**src/hdl/swlfp_pkg.sv**
```systemverilog
// Package for the sync-word frame parser: sizes, frame offsets, mode codes and the
// command word that travels from the front end through the queue to the back end.
// No dependencies.
`default_nettype none

package swlfp_pkg;

  localparam int unsigned BUF_DEPTH  = 400;
  localparam int unsigned DIST_BYTES = 320;
  localparam int unsigned BUF_AW     = $clog2(BUF_DEPTH);
  localparam int unsigned DIST_AW    = $clog2(DIST_BYTES);
  localparam int unsigned RIDX_W     = 9;

  localparam int unsigned HDR_LEN    = 28;
  localparam int unsigned SYNC_LEN   = 4;
  localparam int unsigned RESYNC_IDX = 4;
  localparam int unsigned DIST_FIRST = 14;
  localparam int unsigned DIST_AT    = 335;
  localparam int unsigned COEF_AT    = 29;
  localparam int unsigned RES_AT     = 14;
  localparam int unsigned COEF_FIRST = 10;
  localparam int unsigned COEF_NUM   = 4;
  localparam int unsigned PCOUNT_AT  = 26;
  localparam int unsigned RES_W_AT   = 10;
  localparam int unsigned RES_H_AT   = 12;

  localparam logic [7:0] SYNC_BYTE = 8'hAA;
  localparam logic [7:0] MODE_DIST = 8'h02;
  localparam logic [7:0] MODE_COEF = 8'h12;
  localparam logic [7:0] MODE_RES  = 8'h15;

  localparam logic OP_RX   = 1'b0;
  localparam logic OP_READ = 1'b1;

  localparam int unsigned QDEPTH = 2;
  localparam int unsigned QAW    = $clog2(QDEPTH);
  localparam int unsigned QCW    = $clog2(QDEPTH + 1);

  typedef struct packed {
    logic              is_read;
    logic              read_ok;
    logic [7:0]        rx_byte;
    logic [RIDX_W-1:0] read_index;
  } cmd_t;

  typedef struct packed {
    logic empty;
    logic full;
  } q_stat_t;

endpackage

`default_nettype wire

```
**src/hdl/swlfp_queue.sv**
```systemverilog
// Short command queue between the front end and the back end.
// Depends on swlfp_pkg for the command word and the queue depth.
`default_nettype none

module swlfp_queue
  import swlfp_pkg::*;
(
  input  wire logic clk_i,
  input  wire logic rst_ni,
  input  wire logic push_i,
  input  wire cmd_t data_i,
  input  wire logic pop_i,
  output cmd_t      data_o,
  output q_stat_t   stat_o
);

  cmd_t             entry_q [QDEPTH];
  logic [QAW-1:0]   wptr_q, wptr_d;
  logic [QAW-1:0]   rptr_q, rptr_d;
  logic [QCW-1:0]   cnt_q, cnt_d;

  always_comb begin
    wptr_d = wptr_q;
    rptr_d = rptr_q;
    cnt_d  = cnt_q;
    if (push_i) begin
      wptr_d = (wptr_q == QAW'(QDEPTH - 1)) ? '0 : wptr_q + QAW'(1);
    end
    if (pop_i) begin
      rptr_d = (rptr_q == QAW'(QDEPTH - 1)) ? '0 : rptr_q + QAW'(1);
    end
    if (push_i && !pop_i) begin
      cnt_d = cnt_q + QCW'(1);
    end else if (pop_i && !push_i) begin
      cnt_d = cnt_q - QCW'(1);
    end
  end

  always_ff @(posedge clk_i or negedge rst_ni) begin
    if (!rst_ni) begin
      wptr_q <= '0;
      rptr_q <= '0;
      cnt_q  <= '0;
    end else begin
      wptr_q <= wptr_d;
      rptr_q <= rptr_d;
      cnt_q  <= cnt_d;
    end
  end

  always_ff @(posedge clk_i) begin
    if (push_i) begin
      entry_q[wptr_q] <= data_i;
    end
  end

  assign data_o       = entry_q[rptr_q];
  assign stat_o.empty = (cnt_q == '0);
  assign stat_o.full  = (cnt_q == QCW'(QDEPTH));

`ifndef SYNTHESIS
  a_no_overflow: assert property (@(posedge clk_i) disable iff (!rst_ni)
    !(push_i && stat_o.full)) else $error("Queue pushed while full.");
  a_no_underflow: assert property (@(posedge clk_i) disable iff (!rst_ni)
    !(pop_i && stat_o.empty)) else $error("Queue popped while empty.");
  a_count_moves: assert property (@(posedge clk_i) disable iff (!rst_ni)
    (push_i && !pop_i) |=> (cnt_q == $past(cnt_q) + QCW'(1)))
    else $error("Queue count did not follow a push.");
`endif

endmodule

`default_nettype wire

```
**config.mk**
```make
export PLATFORM = sky130hd
export DESIGN_NAME = swlfp_queue
export DESIGN_NICKNAME = d
export VERILOG_FILES = /design/src/hdl/swlfp_pkg.sv /design/src/hdl/swlfp_queue.sv
export SDC_FILE = /design/constraint.sdc
export NUM_CORES = 1
export LEC_CHECK = 0
export ABC_AREA = 1
export BUFFER_PORTS_ARGS = -buffer_cell sky130_fd_sc_hd__buf_2
export CAP_MARGIN = 30
export CORE_MARGIN = 4
export CORE_UTILIZATION = 51
export CTS_CLUSTER_SIZE = 16
export DETAILED_ROUTE_END_ITERATION = 10
export PLACE_DENSITY = 0.86
export SLEW_MARGIN = 5
export SYNTH_ARGS = -nofsm -noshare
export SYNTH_HDL_FRONTEND = slang
export SYNTH_SLANG_ARGS = --single-unit
```
**constraint.sdc**
```tcl
create_clock -name clk_i -period 2.2 [get_ports clk_i]
set_clock_uncertainty 0.05 [all_clocks]
set_input_delay 0.33 -clock clk_i [delete_from_list [all_inputs] [get_ports clk_i]]
set_output_delay 0.33 -clock clk_i [all_outputs]
set_load 0.02 [all_outputs]
```
### Word level (Yosys, flattened, before mapping)

Memory sizes are Yosys's and may differ from the RTL's.
Index checks and enable logic that the tools add are counted.

| word-level totals | value |
|---|---|
| register bits after elaboration | 4 |
| latch bits | 0 |
| memory bits (writable) | 38 |
| bits in read-only memories | 0 |
| output and inout port bits | 21 |
| memories kept | 1 |

| cells by class | value |
|---|---|
| add/subtract/negate cells | 4 |
| $mul | 0 |
| div/mod/pow operators | 0 |
| $lt $le $gt $ge | 0 |
| equality and inequality tests | 1 |
| shift-type cells | 0 |
| mux-type cells | 6 |
| bitwise operators | 0 |
| reduce and logical (&&, ||, !) cells | 6 |

Memories:

| memory | words | width | read ports | clocked after memory_dff | wr ports | RTL line | RTL |
|---|---|---|---|---|---|---|---|
| entry_q | 2 | 19 | 1 | 0 | 1 | swlfp_queue.sv:17 | `cmd_t entry_q [QDEPTH];` |

Operators with widths:

| kind | number |
|---|---|
| 2-to-1 mux 1 bit | 4 |
| 2-to-1 mux 2 bit | 2 |
| adder 1 bit, second input constant | 2 |
| adder 2 x 1 -> 2 bit, second input constant | 1 |
| equality test 2 bit, second input constant | 1 |
| logical AND 1 bit | 2 |
| zero test 1 bit | 2 |
| zero test 2 bit | 1 |
| nonzero test 2 bit | 1 |
| subtractor 2 x 1 -> 2 bit, second input constant | 1 |

### Logic depth before layout (Yosys ltp)

| logic depth | value |
|---|---|
| depth after elaboration | 4 |
| gate-level depth with buffers | 7 |

### Worst setup path after synthesis

OpenSTA, ideal clock, no wires.

| timing path | value |
|---|---|
| path kind | register to register |
| from | register wptr_q |
| to | memory entry_q[0][0] in the netlist's numbering, enable pin |
| arrival | 1.228 ns |
| data required time | 1.755 ns |
| setup slack | 0.527 ns |
| cell stages (with the launch flop) | 2 |
| path buffers | 0 |
| clock period less this slack | 1.673 ns |
| cell sequence | dfrtp_1 nor2_1 |

RTL lines:

| what | RTL line | RTL |
|---|---|---|
| from (decl) | swlfp_queue.sv:18 | `logic [QAW-1:0] wptr_q, wptr_d;` |
| from (signal assigned) | swlfp_queue.sv:45 | `wptr_q <= wptr_d;` |
| to (decl) | swlfp_queue.sv:17 |  |

Straight into the memory's write port.

==> out/metrics.yaml <==
outcome: "finished, final reports clean"
groute.usage.overall: 0.1293
numPlacedInstances: 172
synth_fp_nets: 108
drive_gt1_frac: 0.5294
wl_per_cell_um: 13.44
routed-via-count: 839
most_instantiated_library_cell_after_synthesis: "edfxtp_1"
grt_max_degree: 20
vdd_ir_drop_max_mv: 0.6301
drt_iter0_drc: 21
yosys.area.top_type: "edfxtp_1"
slew_violations: 0
gp_congestion: 0.6143
routed_wirelength_mm: 2.420
core.rowCount: 20
holdCritStartpoint: "data_i[6]"
place_hpwl_mm: 1.810
unrepaired_setup_endpoints_after_global_routing: "false"
netlist_top_cells_area: "edfxtp_1, mux2_4, dfrtp_1"
fp.dieH_um: 64.97
synth_common_cells: "edfxtp_1, mux2_4, inv_1, nand2_1, dfrtp_1"
seq_area_frac_synth: 0.7498
met2WireLength_mm: 1.295
clk_latency_ns: 0.34
crit_chain: "buf_4, mux2_4, buf_2"
grt_pass1_vias: 895
finalSetupViolations: 0
edff_count_synth: 38
holdCritPathClass: "in2reg"
power.static_leakage_nw: 0.8588
dominantRegCellSynth: "edfxtp_1"
chipWidth_um: 64.97
io_pins: 44
achievable-frequency_mhz: 512.1
syn_area_per_cell_sq_um: 19.71
io_buffer_count: 43
cts_max_path_buffers: 2
nets_final: 160
insertedDiodeCount: 0
yosys_warnings: 0
tns_ns: 0
cts_bufs_inserted: 5
drt_first_pass_iters: 4
finalHoldWorstSlack_ns: 0.1174
critical_path_arrival_ns: 1.57
cts_max_level: 2
worst_setup_path_start_kind: "flop"
critical_path_class: "reg2out"
finish.utilization: 0.6476
area.growth.synth_to_final_pct: 20.41
critPathRequiredTime_ns: 1.82
cts_setup_buffers: 0
async_reset_ff_frac: 0.09524
synth-seq-cells: 42
crit_path_end_kind: "output pin"
fin_crit_ns: 1.953
finalNonFillerCells: 180
tritoncts_clock_tree: "done"
synth.distinct_cells: 12
path_delay_family: "buffers and inverters"
global_route.overflow_total: 0
detailroute.wirelength.met3_um: 205
min_period_over_period: 0.8875
clk_root_buffer_cell: "clkbuf_4"
hold_violations: 0
critical_path.reg2reg.startpoint: "wptr_q$_DFFE_PN0P_"
finalPower_mw: 2.446
synthesis.instances: 84
worst_path_max_stage_delay_ns: 0.38
grt_antenna_before_repair: 0
dr.max_layer_used: "met4"
reg2reg_setup_slack_ns: 0.75
initial_standard_cell_utilization_of_the_core: 0.5378
post-route-drc-count: 0
syn_area_sq_um: 1655
path_clk_slew_ns: 0.10
worst_setup_path_startpoint: "rptr_q$_DFFE_PN0P_"
slowest_stage: "dfrtp_1"
routedLengthMet1_um: 868
max_cap_violations: 0
netlist.area_leader.share: 0.6893
worstPathMaxFanout: 19
tightestPinTransition_ns: 0.7337
timing.max_slew.rel_slack: 0.5103
die_area_sq_um: 4221
ratio_of_total_power_to_cell_area_nw_per_um2: 1227
viasPerCell: 4.661
drt.antenna.violating_nets: 0
worstPathBufferInverterCount: 2
clock_sinks: 42
core_region_area_sq_um: 3078
global_route_wire_length_before_repair_mm: 3.898
[report_power, final]
part	switching, mW	internal (mW)	leakage (nW)
logic	0.517	0.432	0.424
clock network	0.210	0.151	0.0314
registers	0.0686	1.07	0.404
total	0.795	1.65	0.859
[metrics by stage]
stage	area, sq um	setup WS (ns)
global route	1993	0.1541
detailed placement	1928	0.6177
finish	1993	0.2474
floorplan	1655	0.5274
CTS	1993	0.2172
global placement	1928	0.6535
[logic make-up after synthesis]
family                     count (synthesis)  share of synthesized area
and+or+nand+nor                           10                    0.02494
xor gates and xnor gates                   3                    0.01588
muxes                                     19                     0.1723
DFF                                       42                     0.7498
buffers and inverters                      9                    0.02948
adders and majority gates                  1                   0.007557
[per-layer routing]
| layer | GRT usage | vias up |
|---|---|---|
| met3 | 0.07279 | 6 |
| met4 | 0.06332 | 0 |
| met5 | 0 | - |
| li1 | - | 412 |
| met1 | 0.1225 | 399 |
| met2 | 0.2222 | 22 |
[area by class of cell]
type,instances,area (sq um)
Timing Repair Buffer,47,247.7
Sequential cell,42,1241
Fill cell,229,1085
Tap cell,44,55.05
Clock buffer,7,55.05
Inverter,7,26.28
Multi-Input combinational cell,33,367.9
[sequential cells by signal, summed over array words and instances (netlist names)]
register / flops
wptr_q: 1
rptr_q: 1
cnt_q: 2
entry_q: 38
[path summary, 6_finish.rpt]
| check | endpoint | cells past startpoint |
|---|---|---|
| hold / removal | entry_q[1][6]$_DFFE_PP_ | 1 |
| min in group asynchronous | wptr_q$_DFFE_PN0P_ | 2 |
| setup / recovery | data_o[4] | 3 |
| max in group asynchronous | cnt_q[1]$_DFFE_PN0P_ | 2 |
| setup reg to reg | entry_q[1][8]$_DFFE_PP_ | 2 |
| hold reg to reg | rptr_q$_DFFE_PN0P_ | 1 |
[cell usage in the layout (no fill, tap or decap), types with 2 or more instances in the layout]
cell	n
buf_2	43
buf_4	3
clkbuf_4	5
dfrtp_1	4
edfxtp_1	38
inv_1	7
mux2_4	19
nand2_1	5
nor2_1	2
xor2_1	2
[what timing repair did]
action                                 in CTS  in global routing
resized for setup                           0                  0
endpoints found under the hold margin       4                  0
hold buffers                                1                  0
No activity file was read; power rests on OpenSTA's default activity.
